### src/sv/fbik_pkg.sv
`timescale 1ns / 1ps
// Shared types, constants and helper functions for the five-bar inverse kinematics block.
package fbik_pkg;

  localparam int CORDIC_W = 34;

  localparam logic signed [15:0] PI_Q      = 16'sd25736;
  localparam logic signed [15:0] HALF_PI_Q = 16'sd12868;
  localparam logic signed [17:0] PI_Q18    = 18'sd25736;
  localparam logic signed [17:0] TWO_PI_Q  = 18'sd51472;

  typedef enum logic [2:0] {
    REG_LCRANK = 3'd0,
    REG_LROD   = 3'd1,
    REG_RROD   = 3'd2,
    REG_RCRANK = 3'd3,
    REG_BASE   = 3'd4
  } reg_idx_e;

  typedef struct packed {
    logic signed [17:0] ex_l;
    logic signed [17:0] ex_r;
    logic signed [16:0] ey;
  } mid_item_t;

  typedef struct packed {
    logic               ok;
    logic signed [15:0] motor;
    logic signed [15:0] joint;
  } side_res_t;

  typedef struct packed {
    logic               valid_res;
    logic signed [15:0] left_motor_angle;
    logic signed [15:0] left_joint_angle;
    logic signed [15:0] right_joint_angle;
    logic signed [15:0] right_motor_angle;
  } out_item_t;

  function automatic logic signed [25:0] atan_step(input logic [4:0] i);
    logic signed [25:0] r;
    case (i)
      5'd0:    r = 26'sd13176795;
      5'd1:    r = 26'sd7778716;
      5'd2:    r = 26'sd4110060;
      5'd3:    r = 26'sd2086331;
      5'd4:    r = 26'sd1047214;
      5'd5:    r = 26'sd524117;
      5'd6:    r = 26'sd262123;
      5'd7:    r = 26'sd131069;
      default: r = 26'sd1 <<< (5'd24 - i);
    endcase
    return r;
  endfunction

  function automatic logic signed [15:0] wrap_ang(input logic signed [17:0] a);
    logic signed [17:0] r;
    r = a;
    if (a > PI_Q18) begin
      r = a - TWO_PI_Q;
    end else if (a <= -PI_Q18) begin
      r = a + TWO_PI_Q;
    end
    return r[15:0];
  endfunction

endpackage

### src/sv/fbik_front.sv
`timescale 1ns / 1ps
// Front end: turns a target point into doubled offsets from both motor axes.
module fbik_front (
  input  logic signed [15:0] target_x_i,
  input  logic signed [15:0] target_y_i,
  input  logic        [14:0] base_len_i,
  output fbik_pkg::mid_item_t item_o
);
  import fbik_pkg::*;

  logic signed [17:0] x2, base;

  assign x2   = $signed({target_x_i[15], target_x_i, 1'b0});
  assign base = $signed({3'b000, base_len_i});

  assign item_o.ex_l = x2 + base;
  assign item_o.ex_r = x2 - base;
  assign item_o.ey   = $signed({target_y_i, 1'b0});

endmodule

### config.mk
export PLATFORM = sky130hd
export DESIGN_NAME = fbik_front
export DESIGN_NICKNAME = d
export VERILOG_FILES = /design/src/sv/fbik_pkg.sv /design/src/sv/fbik_front.sv
export SDC_FILE = /design/constraint.sdc
export NUM_CORES = 1
export LEC_CHECK = 0
export ABC_AREA = 1
export BUFFER_PORTS_ARGS = -buffer_cell sky130_fd_sc_hd__buf_4
export CORE_ASPECT_RATIO = 1.2
export CORE_MARGIN = 8
export CORE_UTILIZATION = 50
export DETAILED_ROUTE_END_ITERATION = 7
export GPL_TIMING_DRIVEN = 0
export PLACE_DENSITY_LB_ADDON = 0.15
export SLEW_MARGIN = 20
export SYNTH_ARGS = -nofsm -noshare
export SYNTH_HDL_FRONTEND = slang
export SYNTH_SLANG_ARGS = --single-unit
### constraint.sdc
create_clock -name vclk -period 2.2
set_input_delay 0.44 -clock vclk [all_inputs]
set_output_delay 0.44 -clock vclk [all_outputs]
set_load 0.05 [all_outputs]
==> metrics.txt, run 1 <==
Placer Congestion 0.8987; main combinational cell family by area after synthesis simple AND/OR/NAND/NOR gates; Post-Syn Instances 413; worst endpoint after global-route timing repair item_o[52]; status stopped before the end; CTS Hold Buffers Added 0; post-synthesis compound-gate area fraction 0.09426; largest net degree at the start of global routing 9; Die Height 88.72 µm; multiplexer share of the synthesized area 0; Starting Density 0.5170; Ports 100; Simple-Gate Fraction of Synth Area 0.4344; Log Error [ERROR DPL-0038] Utilization greater than 100%, impossible to legalize; stage where the flow stopped 5_1_grt; post-detail-place hpwl 6239 µm; Synth Area in Adders 0.1772; Syn Std Cell Area 2203 µm²; synthesized area per cell 5.335 µm²; Syn. warnings 0; die width 76.60 µm; Buffers on Ports 83; Yosys cell types 28; register area share after synthesis 0; xor-xnor portion of the synthesized cell area 0.05963; site row count 26; worst endpoint pin kind top-level output; pre-CTS setup slack -0.3936 ns; Syn Nets 490
[per-stage QoR]
| stage | cells | utilization | area [µm²] |
|---|---|---|---|
| after detailed placement | 552 | 0.7258 | 3093 |
| after global placement | 552 | 0.7258 | 3093 |
| after floorplan | 413 | - | 2400 |
| after CTS | 575 | 0.9237 | 3936 |
[logic make-up after synthesis]
kind of cell,Yosys count
buf+inv,109
fa+ha+maj,30
simple gates,223
compound gates,35
xor+xnor,15
other cells,1
[cells in the mapped netlist]
| cell | count | share of area |
|---|---|---|
| nand2_1 | 137 | 0.23 |
| inv_1 | 76 | 0.13 |
| ha_1 | 28 | 0.16 |
| nor2_1 | 26 | 0.044 |
| nand3_1 | 24 | 0.055 |
| buf_4 | 20 | 0.068 |
| a21oi_1 | 18 | 0.041 |
| xor2_1 | 14 | 0.056 |
| nand2_2 | 12 | 0.034 |
| nor3_1 | 7 | 0.016 |
| a21oi_2 | 6 | 0.024 |
| nand4_1 | 6 | 0.017 |
| o21ai_0 | 6 | 0.014 |
| inv_2 | 5 | 0.0085 |
| buf_2 | 4 | 0.0091 |
| o21bai_1 | 4 | 0.014 |
| buf_6 | 3 | 0.015 |
| nor2_2 | 3 | 0.0085 |
| and2_1 | 2 | 0.0057 |
| fa_1 | 2 | 0.018 |
| nor3_2 | 2 | 0.0091 |
| nor4_1 | 2 | 0.0057 |
| clkinv_2 | 1 | 0.0023 |
| conb_1 | 1 | 0.0017 |
| nand3b_1 | 1 | 0.0034 |
| o21ai_1 | 1 | 0.0023 |
| or2_2 | 1 | 0.0028 |
| xnor2_1 | 1 | 0.0040 |
[timing repair]
item,CTS
buffers inserted,23
pin swaps,55
cloned,1
gates resized for setup,180
endpoints found under the setup margin,27
==> inputs of run 2 (changes only) <==
- CORE_ASPECT_RATIO: 1.2 -> not set
- CORE_UTILIZATION: 50 -> 40
==> run 2 against run 1 <==
  * The flow now finishes, with violations (negative setup slack)
  * Synthesized area is the same
  * Synthesized cell count is the same
==> metrics.txt, run 2 <==
worst-path cell chain buf_6, inv_4, ha_4, buf_6, buf_6, nor2_4, inv_2, nor2_2, nand4_1, nand3_1, nand2_1, nand2_2, buf_8; hold path startpoint target_y_i[5]; clock share of power 0; worst hold path depth 2; wire length on met1 3836 µm; hold crit path type input port to primary output; setup slack after layout -0.2373 ns; Starting Density 0.4076 (-0.1094); Final Critical Period 2.437 ns; Syn. warnings 0 (unchanged); DR WL/cell 18.31 µm; crit path DAT 2.00 ns; Max stage delay cell, worst path ha_4; top-area cell type share of the netlist area 0.2334 (unchanged); Hold Vio Cnt, Final 0; Sw Ratio 0.6206; overall via count from detail_route 3378; Final Cycle Share 1.108; CP startpoint kind input port; pwr dens 444.3 nW/µm²; total track usage 0.1895; first-pass GRT wire length 13390 µm; die width 90.22 µm (+18%); Ports 100 (unchanged); ANT cells 0; top sig layer met4; final WL 11040 µm; crit path kind input port to primary output; Worst setup startpoint base_len_i[10]; P_int 0.0007662 W; initial drt markers 323; routed wl met3 940 µm; Placer Congestion 0.8849 (-1.5%); commonest non-fill, non-tap cells in the layout buf_4, nand2_1, nand2_2; worst vdd ir 0.0003820 V; RSZ-0062 raised after global routing yes; static leakage 2.281 nW; largest cells by area after synthesis nand2_1, ha_1, inv_1; vias in the first global route 3031; endpoints failing setup 24; Routed Antenna Nets 0; TritonRoute pass-1 iters 5; Core Area 5405 µm²; most frequent CP cell buf_6; Die Height 90.22 µm (+1.7%); Syn Std Cell Area 2203 µm² (unchanged); most instantiated cells after synthesis nand2_1, inv_1, ha_1; pins over their slew limit 0; Comb pwr share 1.000; num sequential 0; Fmax achieved 410.3 MHz; Final #Nets 610; initial antenna violation count 0; register area share after synthesis 0 (unchanged); Max FO, Critical Path 6; Bufs and invs on worst path 6; met2 routed wirelength 5390 µm; post-detail-place hpwl 6005 µm (-3.7%); most frequent cell after synthesis nand2_1; Synth area leader nand2_1; CTS Hold Buffers Added 0 (unchanged); number of clock buffers in the layout 0; share of layout cells above drive strength 1 0.6817; synthesized area per cell 5.335 µm² (unchanged); # Max-Cap Violations 0; Syn Nets 490 (unchanged); most common cell after layout, fill and taps aside buf_4; drt drc 0; WHS 1.135 ns; Crit path depth 13; site row count 27 (+3.8%); Yosys cell types 28 (unchanged); Remaining Overflow, GRT 0; largest net degree at the start of global routing 9; WP data required 1.76 ns; switching power of the nets 0.001254 W; failing checks negative setup slack; overall power 0.002020 W; Seq pwr share 0; register area 0 µm²; Via density 5.602; crit end category primary output; Buffers on Ports 83 (unchanged); die area 8140 µm²; Top delay family on crit path simple AND/OR/NAND/NOR gates; status complete, but fails checks; Post-Syn Instances 413 (unchanged); Worst path max stage delay 0.18 ns; area grow syn2layout 106.3%
==> run 2: path summary, 6_finish.rpt <==
kind | endpoint | slack [ns]
worst min-delay path | item_o[6] | 1.14
worst max-delay path | item_o[46] | -0.24
==> run 2: layout make-up <==
class                           instances  area, µm²
Multi-Input combinational cell        304       2741
Timing Repair Buffer                  122       1140
Fill cell                             298      859.6
Inverter                               82      369.1
Buffer                                 23      205.2
Tap cell                               72      90.09
==> run 2: kinds of logic after synthesis <==
family,synth area share
adders and majority gates,0.1772
AOI/OAI and AO/OA,0.09426
and+or+nand+nor,0.4344
other,0.001702
xor gates and xnor gates,0.05963
buffers and inverters,0.2328
==> run 2: power by group through the flow <==
stage	clock [W]	sequential, W	combinational, W
2_1_floorplan	0	0	0.00102
3_3_place_gp	0	0	0.00138
3_5_place_dp	0	0	0.00138
4_1_cts	0	0	0.00171
5_1_grt	0	0	0.00210
6_report	0	0	0.00202
==> run 2: routing by layer <==
| metal | vias up | track usage |
|---|---|---|
| met4 | 0 | 0.04022 |
| li1 | 1469 | - |
| met3 | 93 | 0.02411 |
| met1 | 1556 | 0.2201 |
| met2 | 260 | 0.3571 |
| met5 | - | 0 |
==> run 2: timing repair <==
item / 4_1_cts / 5_1_grt
setup endpoints to repair: 27 / 26
pin swaps: 53 / 80
cloned: 1 / 0
setup buffers: 24 / 15
endpoints found under the hold margin: 0 / 0
resized for setup: 179 / 143
==> run 2: metrics by stage <==
step                setup TNS [ns]  worst slack (ns)  instances  area [µm²]    util
floorplan                  -0.5957           -0.2407        413        2400       -
global placement            -5.172           -0.3674        568        3113  0.5759
detailed placement          -5.577           -0.3793        568        3113  0.5759
CTS                        -0.5567           -0.1333        592        3974  0.7352
global route                -3.574           -0.2971        603        4546  0.8410
finish                      -2.386           -0.2373        603        4546  0.8410
(Power assumes the default switching activity.)
==> inputs of run 3 (changes only) <==
- clock period: 2.2 -> 1.99 ns (I/O delays scaled with it)
==> run 3 against run 2 <==
  * The flow still finishes with violations (negative setup slack)
  * Sequential cell count is the same
  * Non-clock buffer count grew 11
  * Utilization grew 12 points
  * Worst setup slack lost 0.19 ns
  * Routed wire length grew 37%
  * Final area grew 14%
  * Combinational power grew 29%
  * Critical path depth shrank 4
  * Cell count grew 1.8%
  * Via count grew 9.0%
  * Count of clock-buffer cells in the layout is the same
  * Global-route usage grew 3.5 points
  * Critical path type unchanged
  * Critical endpoint is now item_o[52]
  * Largest power group unchanged
==> metrics.txt, run 3 (synthesis gave the netlist of run 2 again) <==
status complete, but fails checks; failing checks negative setup slack; vias in the first global route 3358 (+11%); Bufs and invs on worst path 3 (-3); crit path kind input port to primary output; drt drc 0 (unchanged); TritonRoute pass-1 iters 5 (unchanged); overall via count from detail_route 3682 (+9.0%); first-pass GRT wire length 15530 µm (+16%); RSZ-0062 raised after global routing yes; pre-CTS setup slack -0.5026 ns (-0.1233 ns); Top delay family on crit path compound AO/OA/AOI/OAI gates; Starting Density 0.4076 (unchanged); CTS Hold Buffers Added 0 (unchanged); DR WL/cell 24.59 µm (+34%); commonest non-fill, non-tap cells in the layout buf_4, nand2_2, nand2_4; Max FO, Critical Path 5 (-1); CP startpoint kind input port; endpoints failing setup 29 (+21%); die area 8140 µm² (unchanged); num sequential 0 (unchanged); Worst path max stage delay 0.33 ns (+0.15 ns); die width 90.22 µm (unchanged); area of the multi-input gates 3083 µm² (+12%); WP data required 1.59 ns (-0.17 ns); crit end category primary output; Placer Congestion 0.9271 (+4.8%); Final Critical Period 2.419 ns; # Max-Cap Violations 0 (unchanged); Core Area 5405 µm² (unchanged); share of layout cells above drive strength 1 0.7657 (+0.08395); initial antenna violation count 0 (unchanged); Final Cycle Share 1.216; total track usage 0.2247 (+0.03522); final WL 15100 µm (+37%); Routed Antenna Nets 0 (unchanged); largest net degree at the start of global routing 9 (unchanged); number of clock buffers in the layout 0 (unchanged); Die Height 90.22 µm (unchanged); register area 0 µm² (unchanged); site row count 27 (unchanged); Max stage delay cell, worst path ha_4; ANT cells 0 (unchanged); Ports 100 (unchanged); Hold Vio Cnt, Final 0 (unchanged); Via density 5.997 (+7.0%); Fillers 122 (-59%); setup TNS -7.001 ns (-4.615 ns); pwr dens 502.2 nW/µm² (+13%); area grow syn2layout 134.8%; hold crit path type input port to primary output; Final #Nets 621 (+1.8%); worst-path cell chain buf_4, ha_4, inv_4, a21oi_1, nor3_1, a21oi_1, nand2_2, nor2_4, buf_8; most common cell after layout, fill and taps aside buf_4; most frequent CP cell a21oi_1; Fmax achieved 413.3 MHz; Buffers on Ports 83 (unchanged); static leakage 2.526 nW (+11%); Remaining Overflow, GRT 0 (unchanged); initial drt markers 436 (+35%); worst vdd ir 0.0003950 V (+3.4%); setup slack after layout -0.4295 ns (-0.1922 ns); crit path DAT 2.02 ns (+0.02 ns); pins over their slew limit 0 (unchanged); post-detail-place hpwl 6629 µm (+10%)
[run 3: changes by cell type in the layout (fill, tap and decap cells not counted), sizes merged]
cell and change:
inv +1, buf +11, clkinvlp -1
[run 3: path summary, 6_finish.rpt]
kind | from | end | slack, ns | cells after the start
worst max-delay path | target_x_i[13] | item_o[52] | -0.43 | 9
worst min-delay path | target_y_i[6] | item_o[7] | 1.05 | 2
[run 3: cell type report]
| class | count | area share |
|---|---|---|
| Inverter | 82 | 0.07932 |
| Buffer | 23 | 0.04039 |
| Multi-Input combinational cell | 304 | 0.5959 |
| Tap cell | 72 | 0.01741 |
| Timing Repair Buffer | 133 | 0.2670 |
[run 3: repair_timing]
item,4_1_cts,5_1_grt
cloned,2,0
pin swaps,78,75
buffers inserted,29,20
endpoints found under the setup margin,28,28
gates resized for setup,223,145
[run 3: per-layer routing]
layer | vias up | share of wire | track usage
met2 | 379 | 0.47 | 0.4178
met5 | - | 0 | 0
met1 | 1666 | 0.34 | 0.2489
met3 | 138 | 0.11 | 0.03658
met4 | 0 | 0.077 | 0.08183
li1 | 1499 | - | -
[run 3: power by group]
part | total [W] | switching [W] | internal [W]
registers | 0 | 0 | 0
clock network | 0 | 0 | 0
logic | 0.00260 | 0.00159 | 0.00101
[run 3: stage by stage]
step	total power [W]	util	hold slack [ns]	instances	area [µm²]
3_3_place_gp	0.001658	0.6384	1.052	568	3451
5_1_grt	0.002673	0.9572	1.056	614	5174
2_1_floorplan	0.001252	-	0.9631	413	2738
3_5_place_dp	0.001675	0.6384	1.053	568	3451
4_1_cts	0.002139	0.8285	1.052	596	4478
6_report	0.002598	0.9572	1.053	614	5174
